<file path="src/rtl/tsmc_pkg.sv">
// ----------------------------------------------------------------------------
// tsmc_pkg
// Shared types, constants and saturation helpers for the terminal sliding
// mode controller.
// ----------------------------------------------------------------------------
package tsmc_pkg;

  localparam int FRAC_BITS  = 16;
  localparam int DATA_W     = 32;
  localparam int OPND_W     = DATA_W + 1;
  localparam int PROD_W     = 2 * OPND_W;
  localparam int ROOT_W     = 28;
  localparam int SQRT_STEPS = (DATA_W + FRAC_BITS + 1) / 2;
  localparam int SQRT_W     = 2 * SQRT_STEPS;
  localparam int CBRT_STEPS = 28;
  localparam int RAD_W      = 3 * CBRT_STEPS;
  localparam int REM_W      = 64;
  localparam int SQ_W       = 2 * ROOT_W;
  localparam int CNT_W      = 5;
  localparam int CFG_IDX_W  = 4;

  localparam logic [CFG_IDX_W-1:0] REG_TPOS  = 4'd0;
  localparam logic [CFG_IDX_W-1:0] REG_TVEL  = 4'd1;
  localparam logic [CFG_IDX_W-1:0] REG_SGAIN = 4'd2;
  localparam logic [CFG_IDX_W-1:0] REG_PGAIN = 4'd3;
  localparam logic [CFG_IDX_W-1:0] REG_WGAIN = 4'd4;
  localparam logic [CFG_IDX_W-1:0] REG_TSTEP = 4'd5;
  localparam logic [CFG_IDX_W-1:0] REG_ILIM  = 4'd6;
  localparam logic [CFG_IDX_W-1:0] REG_OLIM  = 4'd7;

  localparam logic [63:0] ILIM_RAW = 64'd5000 << FRAC_BITS;
  localparam logic [30:0] ILIM_RESET =
      (ILIM_RAW > 64'h7FFF_FFFF) ? 31'h7FFF_FFFF : ILIM_RAW[30:0];

  typedef enum logic {
    ROOT_SQRT,
    ROOT_CBRT
  } root_mode_e;

  typedef struct packed {
    logic       start;
    root_mode_e mode;
  } root_req_t;

  localparam logic signed [PROD_W-1:0] SAT_MAX = PROD_W'(64'sh7FFF_FFFF);
  localparam logic signed [PROD_W-1:0] SAT_MIN = -PROD_W'(64'sh8000_0000);

  function automatic logic signed [DATA_W-1:0] sat32(input logic signed [PROD_W-1:0] v);
    logic signed [DATA_W-1:0] r;
    if (v > SAT_MAX) r = 32'sh7FFF_FFFF;
    else if (v < SAT_MIN) r = 32'sh8000_0000;
    else r = v[DATA_W-1:0];
    return r;
  endfunction

  // floor(p / 2^F), saturated
  function automatic logic signed [DATA_W-1:0] take(input logic signed [PROD_W-1:0] p);
    return sat32(p >>> FRAC_BITS);
  endfunction

endpackage

</file>
<file path="src/rtl/tsmc_mul.sv">
// ----------------------------------------------------------------------------
// tsmc_mul
// Shared signed multiplier with registered product.
// ----------------------------------------------------------------------------
module tsmc_mul (
  input  logic                                clk_i,
  input  logic signed [tsmc_pkg::OPND_W-1:0]  a_i,
  input  logic signed [tsmc_pkg::OPND_W-1:0]  b_i,
  output logic signed [tsmc_pkg::PROD_W-1:0]  prod_o
);
  import tsmc_pkg::*;

  logic signed [PROD_W-1:0] prod_q;

  always_ff @(posedge clk_i) begin
    prod_q <= PROD_W'(a_i) * PROD_W'(b_i);
  end

  assign prod_o = prod_q;

endmodule

</file>
<file path="config.mk">
export PLATFORM = sky130hd
export DESIGN_NAME = tsmc_mul
export DESIGN_NICKNAME = d
export VERILOG_FILES = /design/src/rtl/tsmc_pkg.sv /design/src/rtl/tsmc_mul.sv
export SDC_FILE = /design/constraint.sdc
export NUM_CORES = 2
export LEC_CHECK = 0
export BUFFER_PORTS_ARGS = -buffer_cell sky130_fd_sc_hd__buf_2
export CORE_MARGIN = 5
export CORE_UTILIZATION = 30
export DETAILED_ROUTE_END_ITERATION = 10
export PLACE_DENSITY = 0.41
export SKIP_LAST_GASP = 1
export SYNTH_ARGS = -nofsm -noshare
export SYNTH_HDL_FRONTEND = slang
export SYNTH_SLANG_ARGS = --single-unit
</file>
<file path="constraint.sdc">
create_clock -name clk_i -period 9 [get_ports clk_i]
set_clock_uncertainty 0.1 [all_clocks]
set_input_delay 0.9 -clock clk_i [delete_from_list [all_inputs] [get_ports clk_i]]
set_output_delay 0.9 -clock clk_i [all_outputs]
set_load 0.02 [all_outputs]
</file>
; ---- Yosys cells after proc, flatten, opt, wreduce, memory -nomap -nowiden
; Index checks and enable logic that the tools add are counted.
[word_totals]
register_bits = 66
in_bits = 67
out_inout_bits = 66
word_cells = 2
[op_classes]
mul = 1
[ops]
columns = op, count
row1 = 33-bit by 33-bit multiplier with 66-bit output, 1

; ---- Logic depth before layout (Yosys ltp)
[depth]
ltp_word = 1
mapped_depth = 27
mapped_depth_nobuf = 26

; ---- Worst setup path before layout
; Ideal clock, no wire load.
[synth_path]
path_type = in2reg
from = input a_i[32] (netlist bit)
to = register prod_q[62], in the netlist prod_o[62]
setup_time_ns = 0.079
arrival_time_ns = 8.057
required_time_ns = 8.821
slack_ns = 0.764
cell_stages = 23
n_path_buf = 2
cell_sequence = clkbuf_1 -> nand2_1 -> inv_1 -> fa_1 -> fa_1 -> fa_1 -> fa_1 -> fa_1 -> fa_1 -> fa_1 -> inv_1 -> fa_1 -> inv_1 -> ha_1 -> clkbuf_1 -> and3_1 -> nand3_1 -> nand2b_1 -> a2111oi_4 -> a211oi_4 -> a21o_2 -> a21o_1 -> a211oi_2
[synth_via]
elab_chain_cells = 1
[synth_lines]
columns = item, line
row1 = start: declaration, tsmc_mul.sv:7  ; input logic signed [tsmc_pkg::OPND_W-1:0] a_i,
row2 = 33-bit by 33-bit multiplier with 66-bit output, tsmc_mul.sv:16  ; prod_q <= PROD_W'(a_i) * PROD_W'(b_i);
row3 = end signal: assignment, tsmc_mul.sv:16
row4 = end: declaration, tsmc_mul.sv:13  ; logic signed [PROD_W-1:0] prod_q;
; No other way between the ends.

; ---- Final worst setup path
[layout_path]
from = input a_i[18] (netlist bit)
to = register prod_q[58], in the netlist prod_o[58]
; Same word-level chain as after synthesis.

==> PnR_summary.wiki <==
{| class="wikitable"
! Metric !! Value
|-
| Run status || complete, no violations
|-
| 1st-pass router iterations || 4
|-
| Cell occurring most often along the worst timing path || sky130_fd_sc_hd__fa_1
|-
| Clock buffer count from CTS || 9
|-
| Cell Chain, Critical Path || buf_2, nand2_1, fa_1, fa_1, fa_1, inv_1, fa_1, fa_1, fa_1, fa_1, inv_1, fa_1, inv_1, ha_1, a21oi_1, buf_4, o211ai_1, a22oi_1, nor2_1, a211oi_4, buf_12, a21oi_2, buf_4, a311oi_1
|-
| Hold-fix buffers at CTS || 0
|-
| Peak fanout along the critical path || 33
|-
| Via density per instance || 4.46
|-
| Die Area || 143000 um2
|-
| Cell area after synthesis || 40700 um2
|-
| I/O pin count || 133
|-
| Maximum clock rate || 120 MHz
|-
| Max-slew violation count || 0
|-
| Setup Viol. Count Final || 0
|-
| Top cell type by total area after synthesis || sky130_fd_sc_hd__fa_1
|-
| Number of global-route vias before repair || 32.4k
|-
| CTS clock-pin slew for the worst setup and hold paths || 80 ps
|-
| Die height || 378 um
|-
| DRC || 0
|-
| Mean Syn Cell Area || 9.39 um2
|-
| Half-perimeter wire length after detailed placement || 110000 um
|-
| Via count || 27.9k
|-
| Final period util || 92.3%
|-
| Effective utilization at floorplan || 30.1%
|-
| Share of cells above drive strength 1 || 8.54%
|-
| FP Rows || 135
|-
| Gate count of the mapped netlist || 4338
|-
| Total Negative Setup Slacks || 0 ps
|-
| Overall routing resource usage || 18.3%
|-
| Hold Path End || prod_o[0]$_DFF_P_
|-
| Crit-path leading delay family || adder cells
|-
| Number of distinct library cells after synthesis || 80
|-
| Fraction of post-synthesis cell area in the top cell type by area || 56.3%
|-
| Postcts setup bufs || 0
|-
| Antenna-violating nets left || 0
|-
| Count of synthesis-stage warnings from yosys || 0
|-
| Most frequent cells in the layout || sky130_fd_sc_hd__fa_1, sky130_fd_sc_hd__inv_1, sky130_fd_sc_hd__and2_1
|-
| Core Area || 135000 um2
|-
| Relative slew slack || 32.2%
|-
| Sequential area share after synthesis || 3.24%
|-
| Area growth from synthesis to layout || 9.72%
|-
| Standard cell with the maximum stage delay on the critical path || sky130_fd_sc_hd__fa_1
|-
| Post-synth EDFFs || 0
|-
| Min Clock Period, post-route || 8310 ps
|-
| Flip-flop count of the largest register, all copies and words added || 66
|-
| Max-capacitance violation count || 0
|-
| Syn nets || 5767
|-
| Global-route track usage on met2 || 33.7%
|-
| Largest net degree at the start of global routing || 34
|-
| Cell types with the largest area share after synthesis || sky130_fd_sc_hd__fa_1, sky130_fd_sc_hd__inv_1, sky130_fd_sc_hd__and2_1, sky130_fd_sc_hd__ha_1, sky130_fd_sc_hd__nand2_1
|-
| Global route overflow || 0
|-
| CTS H-Tree Depth || 3
|-
| Number of stages on the worst hold path || 3
|-
| CP Data Required Time || 9240 ps
|-
| CTS Root Buffer Type || sky130_fd_sc_hd__clkbuf_16
|-
| Final Hold Viols || 0
|-
| Commonest non-fill, non-tap cell in the layout || sky130_fd_sc_hd__fa_1
|-
| Antenna violations before repair || 8
|-
| DRT Wirelength || 124000 um
|-
| Number of buffers on the longest clock path || 2
|-
| Wire length of the first global-routing pass || 198000 um
|-
| Endpoint class of the critical path || flip-flop
|-
| Global Route met1 Usage || 23.6%
|-
| Class of the tightest hold or removal check || primary input to flip-flop
|-
| DIE WIDTH || 378 um
|-
| Setup repair after global routing missed its margin || no
|-
| Slew of the pin with the lowest slew margin || 1020 ps
|-
| Main synth FF type || sky130_fd_sc_hd__dfxtp_1
|-
| CTS resizes || 0
|-
| Final net count || 5885
|-
| Async S/R FF share, synth || 0%
|-
| Number of design-rule violations left by the first detailed-router iteration || 1086
|-
| Maximum single-stage delay on the critical path || 620 ps
|-
| Worst Hold Launch || b_i[0]
|-
| Drt wl/cell || 19.9 um
|-
| Yosys reg bits || 66
|-
| Busiest grt layer || met2
|-
| Critical path type || primary input to flip-flop
|-
| Gpl congestion || 0.847
|-
| GR Util met3 || 1.62%
|-
| Clock net sink count || 66
|-
| I/O Buffers || 132
|-
| PnR worst setup slack || 690 ps
|-
| Clock tree from TritonCTS || built
|-
| Data arrival time of the critical path || 8550 ps
|-
| Type of element launching the critical path || primary input
|-
| Pre-CTS setup slack || 197 ps
|-
| CP Buf/Inv Count || 7
|}
[kinds of logic after synthesis]
group / after synthesis / synth area share, %
buffers and inverters: 1352 / 12.5
adders and majority gates: 1362 / 62.9
xor gates and xnor gates: 68 / 1.46
AOI/OAI and AO/OA: 219 / 4.07
and+or+nand+nor: 1271 / 15.8
DFF: 66 / 3.24
[per-layer routing]
layer / up-vias / part of all wire, % / wire [um]
li1: 12600 / - / -
met4: 0 / 1.7 / 2140
met3: 70 / 2.4 / 3020
met2: 341 / 53 / 65700
met1: 14900 / 43 / 53300
met5: - / 0 / 0
[worst max path at each step]
stage | start | end | cells past startpoint
after global routing | a_i[18] | prod_o[58]$_DFF_P_ | 24
after detailed placement | a_i[18] | prod_o[58]$_DFF_P_ | 24
final | a_i[18] | prod_o[58]$_DFF_P_ | 24
after CTS | a_i[18] | prod_o[58]$_DFF_P_ | 24
after global placement | a_i[18] | prod_o[58]$_DFF_P_ | 24
after floorplan | a_i[32] | prod_o[62]$_DFF_P_ | 23
[area by class of cell]
class                      instances  area (um2)
sequential                        66        1320
antenna                            7        17.5
clock buffer                      10         229
inverter                        1131        4250
fill                           14400       90400
timing repair buffer             328        2220
clock inverter                     6         115
multi-input combinational       2920       34300
tap                             1781        2230
[per-stage QoR]
step | cell area [um2] | instances | utilization, % | hold WS, ps
2_1_floorplan | 40700 | 4338 | - | 927
3_3_place_gp | 44300 | 6226 | 32.8 | 1220
3_5_place_dp | 44300 | 6226 | 32.8 | 1220
4_1_cts | 44700 | 6242 | 33.1 | 936
5_1_grt | 44700 | 6243 | 33.1 | 971
6_report | 44700 | 6249 | 33.1 | 966
[synth_stat cells, types with 3 or more instances]
library cell               count
sky130_fd_sc_hd__a31oi_1       8
sky130_fd_sc_hd__or3_1         3
sky130_fd_sc_hd__o21ai_1       6
sky130_fd_sc_hd__buf_2        11
sky130_fd_sc_hd__o21bai_1     11
sky130_fd_sc_hd__o21a_1        6
sky130_fd_sc_hd__clkbuf_1    208
sky130_fd_sc_hd__a211oi_1      7
sky130_fd_sc_hd__nor2_1       68
sky130_fd_sc_hd__xnor2_1      43
sky130_fd_sc_hd__fa_1       1145
sky130_fd_sc_hd__nand2_1     551
sky130_fd_sc_hd__o21ai_0      25
sky130_fd_sc_hd__nor3_1        7
sky130_fd_sc_hd__a21oi_2       3
sky130_fd_sc_hd__nand3_1      25
sky130_fd_sc_hd__dfxtp_1      66
sky130_fd_sc_hd__nand4_1      11
sky130_fd_sc_hd__a211o_1       6
sky130_fd_sc_hd__or2_2         3
sky130_fd_sc_hd__a21o_1       36
sky130_fd_sc_hd__ha_1        217
sky130_fd_sc_hd__o211ai_1      4
sky130_fd_sc_hd__xor2_1       25
sky130_fd_sc_hd__nand2b_1     12
sky130_fd_sc_hd__inv_1      1131
sky130_fd_sc_hd__and3_1        5
sky130_fd_sc_hd__and2_1      562
sky130_fd_sc_hd__nor2b_1       5
sky130_fd_sc_hd__o31ai_4       3
sky130_fd_sc_hd__a21oi_1      57
sky130_fd_sc_hd__a211oi_2      3
sky130_fd_sc_hd__and4_1        5
Power is left out: the tool's default activity adds up to more than one toggle a clock period on the data nets, which glitch-free logic cannot reach.
