<file path="src/rtl/tsmc_pkg.sv">
// ----------------------------------------------------------------------------
// tsmc_pkg
// Shared types, constants and saturation helpers for the terminal sliding
// mode controller.
// ----------------------------------------------------------------------------
package tsmc_pkg;

  localparam int FRAC_BITS  = 16;
  localparam int DATA_W     = 32;
  localparam int OPND_W     = DATA_W + 1;
  localparam int PROD_W     = 2 * OPND_W;
  localparam int ROOT_W     = 28;
  localparam int SQRT_STEPS = (DATA_W + FRAC_BITS + 1) / 2;
  localparam int SQRT_W     = 2 * SQRT_STEPS;
  localparam int CBRT_STEPS = 28;
  localparam int RAD_W      = 3 * CBRT_STEPS;
  localparam int REM_W      = 64;
  localparam int SQ_W       = 2 * ROOT_W;
  localparam int CNT_W      = 5;
  localparam int CFG_IDX_W  = 4;

  localparam logic [CFG_IDX_W-1:0] REG_TPOS  = 4'd0;
  localparam logic [CFG_IDX_W-1:0] REG_TVEL  = 4'd1;
  localparam logic [CFG_IDX_W-1:0] REG_SGAIN = 4'd2;
  localparam logic [CFG_IDX_W-1:0] REG_PGAIN = 4'd3;
  localparam logic [CFG_IDX_W-1:0] REG_WGAIN = 4'd4;
  localparam logic [CFG_IDX_W-1:0] REG_TSTEP = 4'd5;
  localparam logic [CFG_IDX_W-1:0] REG_ILIM  = 4'd6;
  localparam logic [CFG_IDX_W-1:0] REG_OLIM  = 4'd7;

  localparam logic [63:0] ILIM_RAW = 64'd5000 << FRAC_BITS;
  localparam logic [30:0] ILIM_RESET =
      (ILIM_RAW > 64'h7FFF_FFFF) ? 31'h7FFF_FFFF : ILIM_RAW[30:0];

  typedef enum logic {
    ROOT_SQRT,
    ROOT_CBRT
  } root_mode_e;

  typedef struct packed {
    logic       start;
    root_mode_e mode;
  } root_req_t;

  localparam logic signed [PROD_W-1:0] SAT_MAX = PROD_W'(64'sh7FFF_FFFF);
  localparam logic signed [PROD_W-1:0] SAT_MIN = -PROD_W'(64'sh8000_0000);

  function automatic logic signed [DATA_W-1:0] sat32(input logic signed [PROD_W-1:0] v);
    logic signed [DATA_W-1:0] r;
    if (v > SAT_MAX) r = 32'sh7FFF_FFFF;
    else if (v < SAT_MIN) r = 32'sh8000_0000;
    else r = v[DATA_W-1:0];
    return r;
  endfunction

  // floor(p / 2^F), saturated
  function automatic logic signed [DATA_W-1:0] take(input logic signed [PROD_W-1:0] p);
    return sat32(p >>> FRAC_BITS);
  endfunction

endpackage

</file>
<file path="src/rtl/tsmc_root.sv">
// ----------------------------------------------------------------------------
// tsmc_root
// Digit-by-digit square root (2 bits a step) and cube root (3 bits a step),
// shift and add only, sharing one remainder datapath.
// ----------------------------------------------------------------------------
module tsmc_root (
  input  logic                          clk_i,
  input  logic                          rst_ni,
  input  tsmc_pkg::root_req_t           req_i,
  input  logic [tsmc_pkg::DATA_W-1:0]   mag_i,
  output logic                          done_o,
  output logic [tsmc_pkg::ROOT_W-1:0]   root_o
);
  import tsmc_pkg::*;

  logic             busy_q, busy_d;
  logic             done_q, done_d;
  logic [CNT_W-1:0] cnt_q, cnt_d;
  root_mode_e       mode_q, mode_d;
  logic [RAD_W-1:0] rad_q, rad_d;
  logic [REM_W-1:0] rem_q, rem_d;
  logic [ROOT_W-1:0] y_q, y_d;
  logic [SQ_W-1:0]  y2_q, y2_d;

  logic [REM_W+2:0] r_w;
  logic [REM_W+2:0] t_w;
  logic             fit;

  always_comb begin
    if (mode_q == ROOT_SQRT) begin
      r_w = {1'b0, rem_q, rad_q[RAD_W-1 -: 2]};
      t_w = (REM_W + 3)'({y_q, 2'b01});
    end else begin
      r_w = {rem_q, rad_q[RAD_W-1 -: 3]};
      // 3*y'(y'+1)+1 with y' = 2y
      t_w = (REM_W + 3)'({y2_q, 3'b000}) + (REM_W + 3)'({y2_q, 2'b00})
          + (REM_W + 3)'({y_q, 2'b00}) + (REM_W + 3)'({y_q, 1'b0}) + (REM_W + 3)'(1);
    end
    fit = (r_w >= t_w);
  end

  always_comb begin
    busy_d = busy_q;
    done_d = 1'b0;
    cnt_d  = cnt_q;
    mode_d = mode_q;
    rad_d  = rad_q;
    rem_d  = rem_q;
    y_d    = y_q;
    y2_d   = y2_q;
    if (req_i.start) begin
      busy_d = 1'b1;
      mode_d = req_i.mode;
      rem_d  = '0;
      y_d    = '0;
      y2_d   = '0;
      if (req_i.mode == ROOT_SQRT) begin
        rad_d = {SQRT_W'({mag_i, {FRAC_BITS{1'b0}}}), {(RAD_W - SQRT_W){1'b0}}};
        cnt_d = CNT_W'(SQRT_STEPS - 1);
      end else begin
        rad_d = RAD_W'({mag_i, {(2 * FRAC_BITS){1'b0}}});
        cnt_d = CNT_W'(CBRT_STEPS - 1);
      end
    end else if (busy_q) begin
      if (mode_q == ROOT_SQRT) begin
        rad_d = rad_q << 2;
        if (fit) begin
          rem_d = REM_W'(r_w - t_w);
          y_d   = {y_q[ROOT_W-2:0], 1'b1};
        end else begin
          rem_d = REM_W'(r_w);
          y_d   = {y_q[ROOT_W-2:0], 1'b0};
        end
      end else begin
        rad_d = rad_q << 3;
        if (fit) begin
          rem_d = REM_W'(r_w - t_w);
          y_d   = {y_q[ROOT_W-2:0], 1'b1};
          y2_d  = {y2_q[SQ_W-3:0], 2'b00} + SQ_W'({y_q, 2'b00}) + SQ_W'(1);
        end else begin
          rem_d = REM_W'(r_w);
          y_d   = {y_q[ROOT_W-2:0], 1'b0};
          y2_d  = {y2_q[SQ_W-3:0], 2'b00};
        end
      end
      if (cnt_q == '0) begin
        busy_d = 1'b0;
        done_d = 1'b1;
      end else begin
        cnt_d = cnt_q - CNT_W'(1);
      end
    end
  end

  always_ff @(posedge clk_i or negedge rst_ni) begin
    if (!rst_ni) begin
      busy_q <= 1'b0;
      done_q <= 1'b0;
      cnt_q  <= '0;
      mode_q <= ROOT_SQRT;
    end else begin
      busy_q <= busy_d;
      done_q <= done_d;
      cnt_q  <= cnt_d;
      mode_q <= mode_d;
    end
  end

  always_ff @(posedge clk_i) begin
    rad_q <= rad_d;
    rem_q <= rem_d;
    y_q   <= y_d;
    y2_q  <= y2_d;
  end

  assign done_o = done_q;
  assign root_o = y_q;

endmodule

</file>
<file path="config.mk">
export PLATFORM = sky130hd
export DESIGN_NAME = tsmc_root
export DESIGN_NICKNAME = d
export VERILOG_FILES = /design/src/rtl/tsmc_pkg.sv /design/src/rtl/tsmc_root.sv
export SDC_FILE = /design/constraint.sdc
export NUM_CORES = 1
export LEC_CHECK = 0
export BUFFER_PORTS_ARGS = -buffer_cell sky130_fd_sc_hd__buf_4
export CAP_MARGIN = 15
export CORE_UTILIZATION = 55
export CTS_CLUSTER_DIAMETER = 120
export DETAILED_ROUTE_END_ITERATION = 16
export GPL_TIMING_DRIVEN = 0
export PLACE_DENSITY = 0.72
export SKIP_LAST_GASP = 1
export SLEW_MARGIN = 25
export SYNTH_ARGS = -nofsm -noshare
export SYNTH_HDL_FRONTEND = slang
export SYNTH_SLANG_ARGS = --single-unit
</file>
<file path="constraint.sdc">
create_clock -name clk_i -period 8.58 [get_ports clk_i]
set_input_delay 0.858 -clock clk_i [delete_from_list [all_inputs] [get_ports clk_i]]
set_output_delay 0.858 -clock clk_i [all_outputs]
set_load 0.03 [all_outputs]
</file>
-- Word-level counts from Yosys, hierarchy flattened
Cells that the tools add are included.
Widths: inputs -> output; s select.
- magnitude comparators: 1
- eq/ne operators: 1
- reductions and logical operators: 4
- add/sub/neg operators: 8
- muxes and demuxes: 19
- operators with widths (kind ; number):
    $mux 84 ; 4
    $ge 67x63->1 ; 1
    $mux 67 ; 1
    $mux 64 ; 1
    $sub 64x63->64 ; 1
    $add 62x1->63 const B ; 1
    $mux 63 ; 1
    $add 61x29->62 ; 1
    $add 60x30->61 ; 1
    $add 59x58->60 ; 1
    $add 56x1->56 const B ; 1
    $add 56x30->56 ; 1
    $mux 56 ; 1
    $mux 5 ; 3
    $mux 1 ; 7
    $logic_not 5->1 ; 1
    $sub 5x1->5 const B ; 1
    $mux 4 ; 1
    $reduce_and 2->1 ; 2
    $ne 2x2->1 const B ; 1
    $reduce_bool 2->1 ; 1
- output and inout port bits: 29
- word-level logic and storage cells: 41
- register bits: 240

-- Longest topological paths before layout
- depth after elaboration: 7
- mapped depth: 31
- gate-level depth less buffers: 27

-- Worst setup path after synthesis
Ideal clock, no wire load.
- path kind: flip-flop to flip-flop
- from: register y_q[9], in the netlist root_o[9]
- to: register rem_q[62]
- path buffers: 1
- clock period less this slack: 6.819 ns
- required time: 8.460 ns
- slack: 1.761 ns
- cell stages (with the launch flop): 28
- data arrival time: 6.699 ns
- cells stage by stage: dfxtp_1 > inv_1 > fa_1 > fa_1 > inv_1 > ha_1 > a21o_1 > a21o_1 > a21o_1 > a311o_1 > o21ai_2 > a2111oi_2 > o31ai_1 > o211ai_1 > a31oi_1 > mux2_2 > ha_1 > buf_2 > a211o_1 > a211oi_1 > o21bai_1 > o31ai_1 > o21ai_0 > or3_1 > o21ai_2 > o21ai_1 > a21o_1 > a211o_1
- longest elaborated chain between the ends: 6
- elaborated cells between the ends (all ways): 7
- those cells by class: add/sub (4); order compare (1); mux (2)
- RTL lines (element ; RTL line ; text):
    from (decl) ; tsmc_root.sv:22 ; logic [ROOT_W-1:0] y_q, y_d;
    from (signal assigned) ; tsmc_root.sv:112 ; y_q <= y_d;
    $add 60x30->61 ; tsmc_root.sv:37 ; + (REM_W + 3)'({y_q, 2'b00}) + (REM_W + 3)'({y_q, 1'b0}) + (REM_W + 3)'(1);
    $add 61x29->62 ; tsmc_root.sv:37 ;
    $add 62x1->63 ; tsmc_root.sv:37 ;
    $mux 63 * ; tsmc_root.sv:30 ; if (mode_q == ROOT_SQRT) begin
    $sub 64x63->64 / $ge 67x63->1 (equally long branches) ; tsmc_root.sv:77, tsmc_root.sv:39 ;
    $mux 64 * ; tsmc_root.sv:76 ; if (fit) begin
    to (signal assigned) ; tsmc_root.sv:111 ; rem_q <= rem_d;
    to (decl) ; tsmc_root.sv:21 ; logic [REM_W-1:0] rem_q, rem_d;
Mark *: on every way between the ends. The rest lies on a longest branch, timed or not.
A chain may end at the register's enable or synchronous reset.

-- Worst setup path in the final report
- from: register y_q[17], in the netlist root_o[17]
- to: register y2_q[26]
- longest elaborated chain between the ends: 6
- elaborated cells between the ends (all ways): 8
- those cells by class: add/sub (5); order compare (1); mux (2)
- RTL lines (element ; RTL line ; text):
    $add 60x30->61 ; tsmc_root.sv:37 ;
    $add 61x29->62 ; tsmc_root.sv:37 ;
    $add 62x1->63 ; tsmc_root.sv:37 ;
    $mux 63 ; tsmc_root.sv:30 ;
    $ge 67x63->1 ; tsmc_root.sv:39 ; fit = (r_w >= t_w);
    $mux 56 * ; tsmc_root.sv:76 ;
    to (signal assigned) ; tsmc_root.sv:113 ; y2_q <= y2_d;
    to (decl) ; tsmc_root.sv:23 ; logic [SQ_W-1:0] y2_q, y2_d;
Marks and branches as above.

==> reports/results.tsv <==
metric	value	unit
outcome	completed	
synth_cell_type_count	83	
path_class	reg2reg	
die_h	197	um
cp_max_fo	10	
p_leak	0.0105	uW
antenna_found_initial	0	
synthArstFlopShare	0.0386	
syn2layout_area_growth	9.58	%
drive_gt1_frac	0.0924	
route.detailed.drc	0	
cts_hold_buf	0	
rows	71	
hpwl	54.2	mm
hold_violations	0	
start_kind	flip-flop	
cts_max_path_buffers	3	
ios	65	
power_density	311	nW/um^2
period_share	0.955	
first_iter_violations	1695	
synth_seq_cells	207	
placed_cell_area	22100	um^2
coreArea	37600	um^2
synthFlopType	dfxtp_1	
holdWs	0.0760	ns
final_common_cell	nand2_1	
die_area	39000	um^2
post-place-ws	0.130	ns
cts_tree	yes	
grt_pass1_wl	107	mm
mostFrequentLayoutCells	nand2_1, ha_1, a21oi_1	
fin_area	23000	um^2
cts.sinks	207	
syn_nets	2859	
diodes	0	
total_power	7150	uW
grt.overflow.total	0	
n_fill_cell	3430	
finalSetupViolations	0	
arrival	8.60	ns
synth_cells	2562	
critPathBufInv	6	
start_util	0.559	
avgSynthCellArea	8.20	um^2
yosysWarnings	0	
tightest_slew	1.12	ns
fin_worst_skew	0.0390	ns
wl_per_cell	21.8	um
ir_worst_vdd	0.167	mV
cp-end-kind	flip-flop	
place_congestion	0.973	
fmax	122	MHz
slew_violations	0	
postRouteAntennaNets	0	
grt_max_degree	28	
hold_class	in2async	
fp.dieW	197	um
cap_viol_max_count	0	
cp_common_cell	a21o_1	
root_buffer	clkbuf_16	
tns	0	ns
nNetsFinal	2952	
slew_headroom	0.252	
crit_family	compound AO/OA/AOI/OAI gates	
worst_slack	0.390	ns
cts.clk_slew.worst_paths	0.06	ns
track_usage	0.352	
ys_seq_area_frac	0.224	
min_period	8.19	ns
cpMaxStageDelayCell	clkbuf_1	
required	8.99	ns
rsz0062_at_grt	false	
routed_via_density	6.28	
cts_buffers	26	
htreeDepth	1	
first_pass_iters	6	
syn-cell-area	21000	um^2
drt-total-wl	69.3	mm
synth_edf_count	52	
numPortBuffers	63	
vias	20000	
clk_latency	0.59	ns
max_stage_delay	0.56	ns
first_global_vias	19000	
[cells in the mapped netlist (6+ instances only)]
library cell	count	area, um^2
a211oi_1	64	480
a21boi_0	11	82.6
a21o_1	89	668
a21oi_1	198	991
a22oi_1	6	45.0
a311oi_1	42	368
a31oi_1	21	131
a32oi_1	6	52.6
a41oi_1	7	61.3
and2_1	12	75.1
and3_1	29	181
buf_1	13	48.8
buf_2	25	125
clkbuf_1	111	417
dfrtp_1	8	200
dfxtp_1	147	2940
edfxtp_1	52	1560
fa_1	54	1080
ha_1	207	2590
inv_1	144	541
mux2_2	70	788
mux2i_1	109	1090
nand2_1	263	987
nand2b_1	27	169
nand3_1	55	275
nand4_1	34	213
nor2_1	183	687
nor2b_1	31	194
nor3_1	27	135
nor3b_1	7	52.6
nor4_1	13	81.3
o211ai_1	22	165
o21a_1	19	143
o21ai_0	165	826
o21bai_1	28	210
o31ai_1	9	67.6
or3_1	17	106
xnor2_1	93	815
xor2_1	45	394
[registers in the layout, indices dropped and copies added, names as in the netlist]
signal and cells:
done_o 1, mode_q 1, rad_q 52, busy_q 1, rem_q 64, y2_q 55
cnt_q 5, root_o 28
[cell families (layout without fill, tap and decap cells)]
kind of cell | Yosys count | in the layout | share of synthesized area
compound gates | 756 | 756 | 0.235
mux | 179 | 179 | 0.0895
flops | 207 | 207 | 0.224
fa+ha+maj | 261 | 261 | 0.175
buf+inv | 297 | 409 | 0.0555
xor+xnor | 138 | 138 | 0.0576
simple gates | 724 | 724 | 0.163
[power breakdown]
group | total, uW | internal (uW) | switching [uW]
clock network | 1120 | 638 | 480
logic | 4630 | 1760 | 2870
registers | 1400 | 1210 | 187
total | 7150 | 3610 | 3530
[stage by stage]
| step | cells | utilization |
|---|---|---|
| 5_1_grt | 3185 | 0.612 |
| 3_5_place_dp | 3137 | 0.589 |
| 4_1_cts | 3184 | 0.612 |
| 2_1_floorplan | 2562 | - |
| 6_report | 3185 | 0.612 |
| 3_3_place_gp | 3136 | 0.588 |
[metal layers]
metal  global-route usage  up-vias  share of wire
met4                0.181        0          0.053
met5                    0        -              0
met1                0.454     9570           0.42
met3               0.0418      174          0.069
li1                     -     9471              -
met2                0.579      791           0.46
[final cells by class]
type | count | area (um^2) | share of cell area
plain buffers | 153 | 631 | 0.0274
well taps | 511 | 639 | 0.0278
multi-input cells | 2058 | 15100 | 0.658
inverters | 144 | 541 | 0.0235
flip-flops and latches | 207 | 4700 | 0.204
clock buffers | 33 | 697 | 0.0303
clock inverters | 14 | 158 | 0.00685
repair buffers | 65 | 500 | 0.0218
[what timing repair did]
action / 4_1_cts / 5_1_grt
resized for setup: 0 / 9
buffers inserted: 0 / 1
endpoints found under the setup margin: 0 / 98
[path summary, 6_finish.rpt]
| kind | start | to | slack (ns) | cells after the start |
|---|---|---|---|---|
| worst max register to register | root_o[17] | y2_q[26] | 0.39 | 30 |
| worst min-delay path | rst_ni | cnt_q[0] | 0.08 | 1 |
| worst max-delay path | root_o[17] | y2_q[26] | 0.39 | 30 |
| max in group asynchronous | rst_ni | cnt_q[1] | 8.37 | 1 |
| min in group clk_i | rem_q[63] | rem_q[63] | 0.46 | 2 |
| worst min register to register | rem_q[63] | rem_q[63] | 0.46 | 2 |
No activity file was read; power rests on OpenSTA's default activity.
